===== config.mk =====
export PLATFORM = sky130hd
export DESIGN_NAME = stable_priority_queue_unit
export DESIGN_NICKNAME = d
export VERILOG_FILES = /design/src/hdl/spq_pkg.sv /design/src/hdl/stable_priority_queue_unit.sv /design/src/hdl/spq_cell.sv /design/src/hdl/spq_out_buf.sv
export SDC_FILE = /design/constraint.sdc
export NUM_CORES = 2
export LEC_CHECK = 0
export ABC_AREA = 1
export BUFFER_PORTS_ARGS = -buffer_cell sky130_fd_sc_hd__buf_2
export CAP_MARGIN = 30
export CELL_PAD_IN_SITES_DETAIL_PLACEMENT = 0
export CELL_PAD_IN_SITES_GLOBAL_PLACEMENT = 2
export CORE_MARGIN = 2
export CORE_UTILIZATION = 42
export DETAILED_ROUTE_END_ITERATION = 8
export PLACE_DENSITY_LB_ADDON = 0.1
export SYNTH_ARGS = -nofsm -noshare
export SYNTH_HDL_FRONTEND = slang
export SYNTH_SLANG_ARGS = --single-unit

===== constraint.sdc =====
create_clock -name clk_i -period 9.5 [get_ports clk_i]
set_input_delay 1.9 -clock clk_i [delete_from_list [all_inputs] [get_ports clk_i]]
set_output_delay 1.9 -clock clk_i [all_outputs]
set_load 0.01 [all_outputs]

===== src/hdl/spq_pkg.sv =====
// shared types and constants for the stable priority queue
// no dependencies; imported by every module of the block
package spq_pkg;

  localparam int unsigned DEPTH      = 16;
  localparam int unsigned DATA_WIDTH = 32;
  localparam int unsigned PRIO_WIDTH = 16;
  localparam int unsigned CNT_W      = $clog2(DEPTH + 1);

  typedef enum logic [0:0] {
    CMD_INSERT = 1'b0,
    CMD_POP    = 1'b1
  } cmd_e;

  typedef enum logic [1:0] {
    ST_OK    = 2'd0,
    ST_EMPTY = 2'd1,
    ST_FULL  = 2'd2
  } status_e;

  // operation broadcast to every cell
  typedef struct packed {
    logic                  ins;
    logic                  pop;
    logic [PRIO_WIDTH-1:0] prio;
    logic [DATA_WIDTH-1:0] data;
  } cell_ctrl_t;

  // what a cell shows its neighbors
  typedef struct packed {
    logic                  ge;
    logic [PRIO_WIDTH-1:0] prio;
    logic [DATA_WIDTH-1:0] data;
  } cell_link_t;

  typedef struct packed {
    logic [DATA_WIDTH-1:0] front_data;
    status_e               status;
    logic [CNT_W-1:0]      entry_count;
  } result_t;

endpackage


===== src/hdl/stable_priority_queue_unit.sv =====
// top level of the stable priority queue: cell chain, entry count, result buffer
// depends on spq_pkg, spq_cell and spq_out_buf

// A sorted priority queue of DEPTH entries built as a chain of cells, head at
// cell 0. Every transaction, insert or pop, is accepted unless input stalls
// and its result is registered in the output buffer, so the block sustains
// one item per clock when not stalled; the cell chain does the whole insert
// or shift in one register update. A two-entry output buffer lets input keep
// flowing while a result waits; input stalls only when both entries are held.
// Equal priorities leave in arrival order. A pop on an empty queue and an
// insert into a full queue leave the state unchanged and are reported in status.
module stable_priority_queue_unit import spq_pkg::*; (
  input  logic                  clk_i,
  input  logic                  rst_ni,
  input  logic                  in_valid_i,
  output logic                  in_stall_o,
  input  logic                  cmd_i,
  input  logic [DATA_WIDTH-1:0] entry_data_i,
  input  logic [PRIO_WIDTH-1:0] entry_priority_i,
  output logic                  out_valid_o,
  input  logic                  out_stall_i,
  output logic [DATA_WIDTH-1:0] front_data_o,
  output logic [1:0]            status_o,
  output logic [CNT_W-1:0]      entry_count_o
);

  logic [CNT_W-1:0] count_q, count_d;
  logic             accept, is_pop, is_full, is_empty, ins_ok, pop_ok;
  logic             buf_full;
  cell_ctrl_t       ctrl;
  cell_link_t       links [DEPTH];
  cell_link_t       head_left;
  result_t          res, out_res;

  assign accept   = in_valid_i && !in_stall_o;
  assign is_pop   = (cmd_e'(cmd_i) == CMD_POP);
  assign is_full  = (count_q == CNT_W'(DEPTH));
  assign is_empty = (count_q == '0);
  assign ins_ok   = accept && !is_pop && !is_full;
  assign pop_ok   = accept && is_pop && !is_empty;

  assign ctrl.ins  = ins_ok;
  assign ctrl.pop  = pop_ok;
  assign ctrl.prio = entry_priority_i;
  assign ctrl.data = entry_data_i;

  // everything ahead of the head counts as higher priority
  assign head_left.ge   = 1'b1;
  assign head_left.prio = '0;
  assign head_left.data = '0;

  for (genvar i = 0; i < DEPTH; i++) begin : g_cell
    cell_link_t left_l, right_l;
    if (i == 0) begin : g_head
      assign left_l = head_left;
    end else begin : g_mid
      assign left_l = links[i-1];
    end
    if (i == DEPTH - 1) begin : g_tail
      assign right_l = links[i];
    end else begin : g_body
      assign right_l = links[i+1];
    end
    spq_cell u_cell (
      .clk_i   (clk_i),
      .ctrl_i  (ctrl),
      .occ_i   (CNT_W'(i) < count_q),
      .left_i  (left_l),
      .right_i (right_l),
      .link_o  (links[i])
    );
  end

  always_comb begin
    count_d = count_q;
    if (ins_ok) begin
      count_d = count_q + CNT_W'(1);
    end else if (pop_ok) begin
      count_d = count_q - CNT_W'(1);
    end
  end

  always_ff @(posedge clk_i or negedge rst_ni) begin
    if (!rst_ni) begin
      count_q <= '0;
    end else begin
      count_q <= count_d;
    end
  end

  always_comb begin
    res.front_data  = pop_ok ? links[0].data : '0;
    res.entry_count = count_d;
    if (is_pop && is_empty) begin
      res.status = ST_EMPTY;
    end else if (!is_pop && is_full) begin
      res.status = ST_FULL;
    end else begin
      res.status = ST_OK;
    end
  end

  spq_out_buf u_out_buf (
    .clk_i       (clk_i),
    .rst_ni      (rst_ni),
    .push_i      (accept),
    .res_i       (res),
    .full_o      (buf_full),
    .out_valid_o (out_valid_o),
    .out_stall_i (out_stall_i),
    .out_o       (out_res)
  );

  assign in_stall_o    = buf_full;
  assign front_data_o  = out_res.front_data;
  assign status_o      = out_res.status;
  assign entry_count_o = out_res.entry_count;

endmodule


===== src/hdl/spq_cell.sv =====
// one slot of the sorted chain: holds a (priority, data) entry
// depends on spq_pkg; instantiated DEPTH times by the top level
module spq_cell import spq_pkg::*; (
  input  logic       clk_i,
  input  cell_ctrl_t ctrl_i,
  input  logic       occ_i,
  input  cell_link_t left_i,
  input  cell_link_t right_i,
  output cell_link_t link_o
);

  logic [PRIO_WIDTH-1:0] prio_q, prio_d;
  logic [DATA_WIDTH-1:0] data_q, data_d;
  logic                  ge;

  assign ge = occ_i && (prio_q >= ctrl_i.prio);

  always_comb begin
    prio_d = prio_q;
    data_d = data_q;
    if (ctrl_i.ins && !ge) begin
      // insert point when everything to the left stays put
      if (left_i.ge) begin
        prio_d = ctrl_i.prio;
        data_d = ctrl_i.data;
      end else begin
        prio_d = left_i.prio;
        data_d = left_i.data;
      end
    end else if (ctrl_i.pop) begin
      prio_d = right_i.prio;
      data_d = right_i.data;
    end
  end

  always_ff @(posedge clk_i) begin
    prio_q <= prio_d;
    data_q <= data_d;
  end

  assign link_o.ge   = ge;
  assign link_o.prio = prio_q;
  assign link_o.data = data_q;

endmodule


===== src/hdl/spq_out_buf.sv =====
// two-entry result buffer: output register plus skid register
// depends on spq_pkg; used by the top level
module spq_out_buf import spq_pkg::*; (
  input  logic    clk_i,
  input  logic    rst_ni,
  input  logic    push_i,
  input  result_t res_i,
  output logic    full_o,
  output logic    out_valid_o,
  input  logic    out_stall_i,
  output result_t out_o
);

  logic    out_valid_q, out_valid_d;
  logic    skid_valid_q, skid_valid_d;
  result_t out_q, out_d;
  result_t skid_q, skid_d;
  logic    out_take;

  assign out_take = out_valid_q && !out_stall_i;

  always_comb begin
    out_valid_d  = out_valid_q;
    skid_valid_d = skid_valid_q;
    out_d        = out_q;
    skid_d       = skid_q;
    if (skid_valid_q) begin
      if (out_take) begin
        out_d        = skid_q;
        skid_valid_d = 1'b0;
      end
    end else if (push_i) begin
      if (!out_valid_q || out_take) begin
        out_d       = res_i;
        out_valid_d = 1'b1;
      end else begin
        skid_d       = res_i;
        skid_valid_d = 1'b1;
      end
    end else if (out_take) begin
      out_valid_d = 1'b0;
    end
  end

  always_ff @(posedge clk_i or negedge rst_ni) begin
    if (!rst_ni) begin
      out_valid_q  <= 1'b0;
      skid_valid_q <= 1'b0;
    end else begin
      out_valid_q  <= out_valid_d;
      skid_valid_q <= skid_valid_d;
    end
  end

  always_ff @(posedge clk_i) begin
    out_q  <= out_d;
    skid_q <= skid_d;
  end

  assign full_o      = skid_valid_q;
  assign out_valid_o = out_valid_q;
  assign out_o       = out_q;

endmodule


==> results.cfg <==
[worst_setup_path]
crit_slowest_cell = buf_4
crit_family = buffers and inverters
arrival_ps = 6440
r2r-start = count_q[4]
r2r-end = g_cell[1].u_cell.data_q[10]
critPathMaxFanout = 49
reg2regPathDepth = 12
crit_type = primary input to flop
required_ps = 9830
critPathMaxStageDelay_ps = 760
crit_cells = 14
cp_num_buf_inv = 5
reg2reg_slack_ps = 4520
path_cells = buf_2, inv_1, buf_4, ha_1, a21oi_1, a21boi_0, nand2_1, nand2_1, nand2_2, nand2_2, buf_4, nand2_4, nand2_2, buf_4
end_kind = flop
critPathLaunchType = primary input

[synth]
synth_warnings = 0
async_flop_share_pct = 0.821
ys_types = 31
yosys.area.top_type = edfxtp_1
ys_ff_latch = 853
netlist_instances = 6703
synth_ff_type = edfxtp_1
synth.area.top_cells = edfxtp_1 49%, nand2_1 25%, nand3_1 8.2%
syn_area_sq_mm = 0.0518
synth_fp_nets = 7015
synth_seq_area_share_pct = 49.4
avgSynthCellArea_sq_um = 7.72
synth_most_common_cell = nand2_1
synth_commonest_cells = 3493 x nand2_1, 852 x nand3_1, 846 x edfxtp_1, 334 x inv_1, 259 x ha_1
synth_edf_count = 846
synth_top_area_share_pct = 49.1

[floorplan]
die_area_sq_mm = 0.126
die_w_microns = 355
rows = 128
die_h_microns = 355
pin_count = 94
start_util_pct = 42.4
core-area_sq_mm = 0.122

[placed_design]
dp_hpwl_microns = 136000
gp_congestion = 0.906
port_buffers = 93

[drt]
drt_iter0_drc = 5028
wl_microns = 216000
wire_per_inst_microns = 26.1
viasPerCell = 5.64
route.detailed.drc = 0
ant_nets = 0
first_pass_iters = 5
vias = 46900

[cts]
ctsResizeCount = 0
holdBufCountCts = 0
cts.clk_slew.worst_paths_ps = 60
cts_htree_levels = 3
clkLatencyLatePin_ps = 720
clock_sinks = 853
cts_made_buffers = 102
tritoncts = built
cts_root_buf = clkbuf_16
cts.path.max_buffers = 3
post_cts_buffers = 0

[sta]
holdWs_ps = 515
worst_slew_pin_slew_ps = 1060
relSlewSlack_pct = 29.1
skew_ps = 29.4
rsz0062_at_grt = false
fin_crit_sh_pct = 64.4
finalMaxSlewViolations = 0
setup_viol = 0
tns_ps = 0
timing.fmax_mhz = 163
period_minus_slack_ps = 6120
hold_violations = 0

[global_route]
grt_pass1_vias = 45700
grt_usage_pct = 33.9
antenna_found_initial = 8
gr-total-overflow = 0
grt_pass1_wl_microns = 314000
grt_max_degree = 55

[power_and_ir_drop]
pwr-share-comb_pct = 45.5
seq_power_share_pct = 34.1
switching_share_pct = 46.9
vdd_ir_drop_max_v = 0.000323
p_switching_mw = 9.47
p_leak_nw = 27.5
clockPowerShare_pct = 20.4
p_per_area_mw_per_mm2 = 353
p_int_mw = 10.7

[flow_run]
maxCapViolCount = 0

[cells_and_area]
syn_to_final_growth_pct = 10.5
nets = 6906
diodes = 0
drive_gt1_share_pct = 7.13

[worst_hold_path]
whs_path_depth = 2
holdPathEnd = g_cell[14].u_cell.data_q[4]
hold_start = g_cell[15].u_cell.data_q[4]
hold_path_class = flop to flop

[outcome]
outcome = complete, no violations
==> metrics by stage <==
step | instance area [sq um] | instances | total power [mW] | setup WS [ps] | util, %
global placement | 53600 | 8107 | 15.8 | 2710 | 43.9
finish | 57200 | 8304 | 20.2 | 3380 | 46.9
floorplan | 51800 | 6703 | 12.2 | 3580 | -
CTS | 57200 | 8303 | 20.0 | 3410 | 46.9
detailed placement | 53800 | 8114 | 15.9 | 2650 | 44.1
global route | 57200 | 8304 | 21.3 | 3230 | 46.9
==> worst max-delay path by stage <==
stage | startpoint | end | slack [ps]
3_3_place_gp | entry_priority_i[3] | g_cell[0].u_cell.data_q[10] | 2710
5_1_grt | entry_priority_i[3] | g_cell[0].u_cell.data_q[2] | 3230
6_report | entry_priority_i[3] | g_cell[0].u_cell.data_q[2] | 3380
3_5_place_dp | entry_priority_i[3] | g_cell[0].u_cell.data_q[10] | 2650
4_1_cts | entry_priority_i[3] | g_cell[0].u_cell.data_q[2] | 3410
2_1_floorplan | entry_priority_i[3] | g_cell[15].u_cell.data_q[0] | 3580
==> tightest hold or removal path: cells and delay by family (launching register included) <==
kind | cells | cell delay [ps]
DFF | 1 | 310
and+or+nand+nor | 2 | 100
==> cell families after synthesis <==
kind of cell / after synthesis / synth area share [%]
flops: 853 / 49.4
compound gates: 318 / 3.31
buf+inv: 786 / 6.18
xor+xnor: 3 / 0.0508
simple gates: 4484 / 34.8
fa+ha+maj: 259 / 6.26
==> layout make-up <==
class	instances	area, sq um
fill	12500	64800
sequential	853	25600
multi-input combinational	5064	23300
clock buffer	124	2690
tap	1625	2030
timing repair buffer	222	1550
inverter	351	1320
clock inverter	65	724
==> per-layer routing <==
metal,global-route usage (%),wire (microns)
met1,45.6,90000
met2,54.5,97700
met3,6.59,20300
met4,11.7,8340
met5,0,50
==> registers in the layout (all words and copies together) (netlist names) <==
register               cells
u_out_buf.skid_q          39
u_out_buf.full_o           1
u_out_buf.out_o           39
g_cell.u_cell.prio_q     256
u_out_buf.out_valid_o      1
count_q                    5
g_cell.u_cell.data_q     512
==> power by group through the flow <==
stage / sequential [mW] / clock, mW / combinational [mW]
after floorplan: 6.66 / 0 / 5.52
after CTS: 6.87 / 4.15 / 8.99
final: 6.89 / 4.12 / 9.17
after global placement: 6.94 / 0 / 8.87
after detailed placement: 6.93 / 0 / 8.97
after global routing: 7.00 / 4.29 / 9.98
==> placed cells by master (no fill, tap or decap), drive strengths merged, types with 13 or more instances in the layout <==
cell type and n:
a21oi 115, o21ai 167, nor2 100, nand2 3500, o21bai 18, clkinv 41, ha 259, inv 353
nand4 18, bufinv 13, edfxtp 846, clkbuf 124, nand3 853, buf 222
Power figures use the tool's default switching activity.
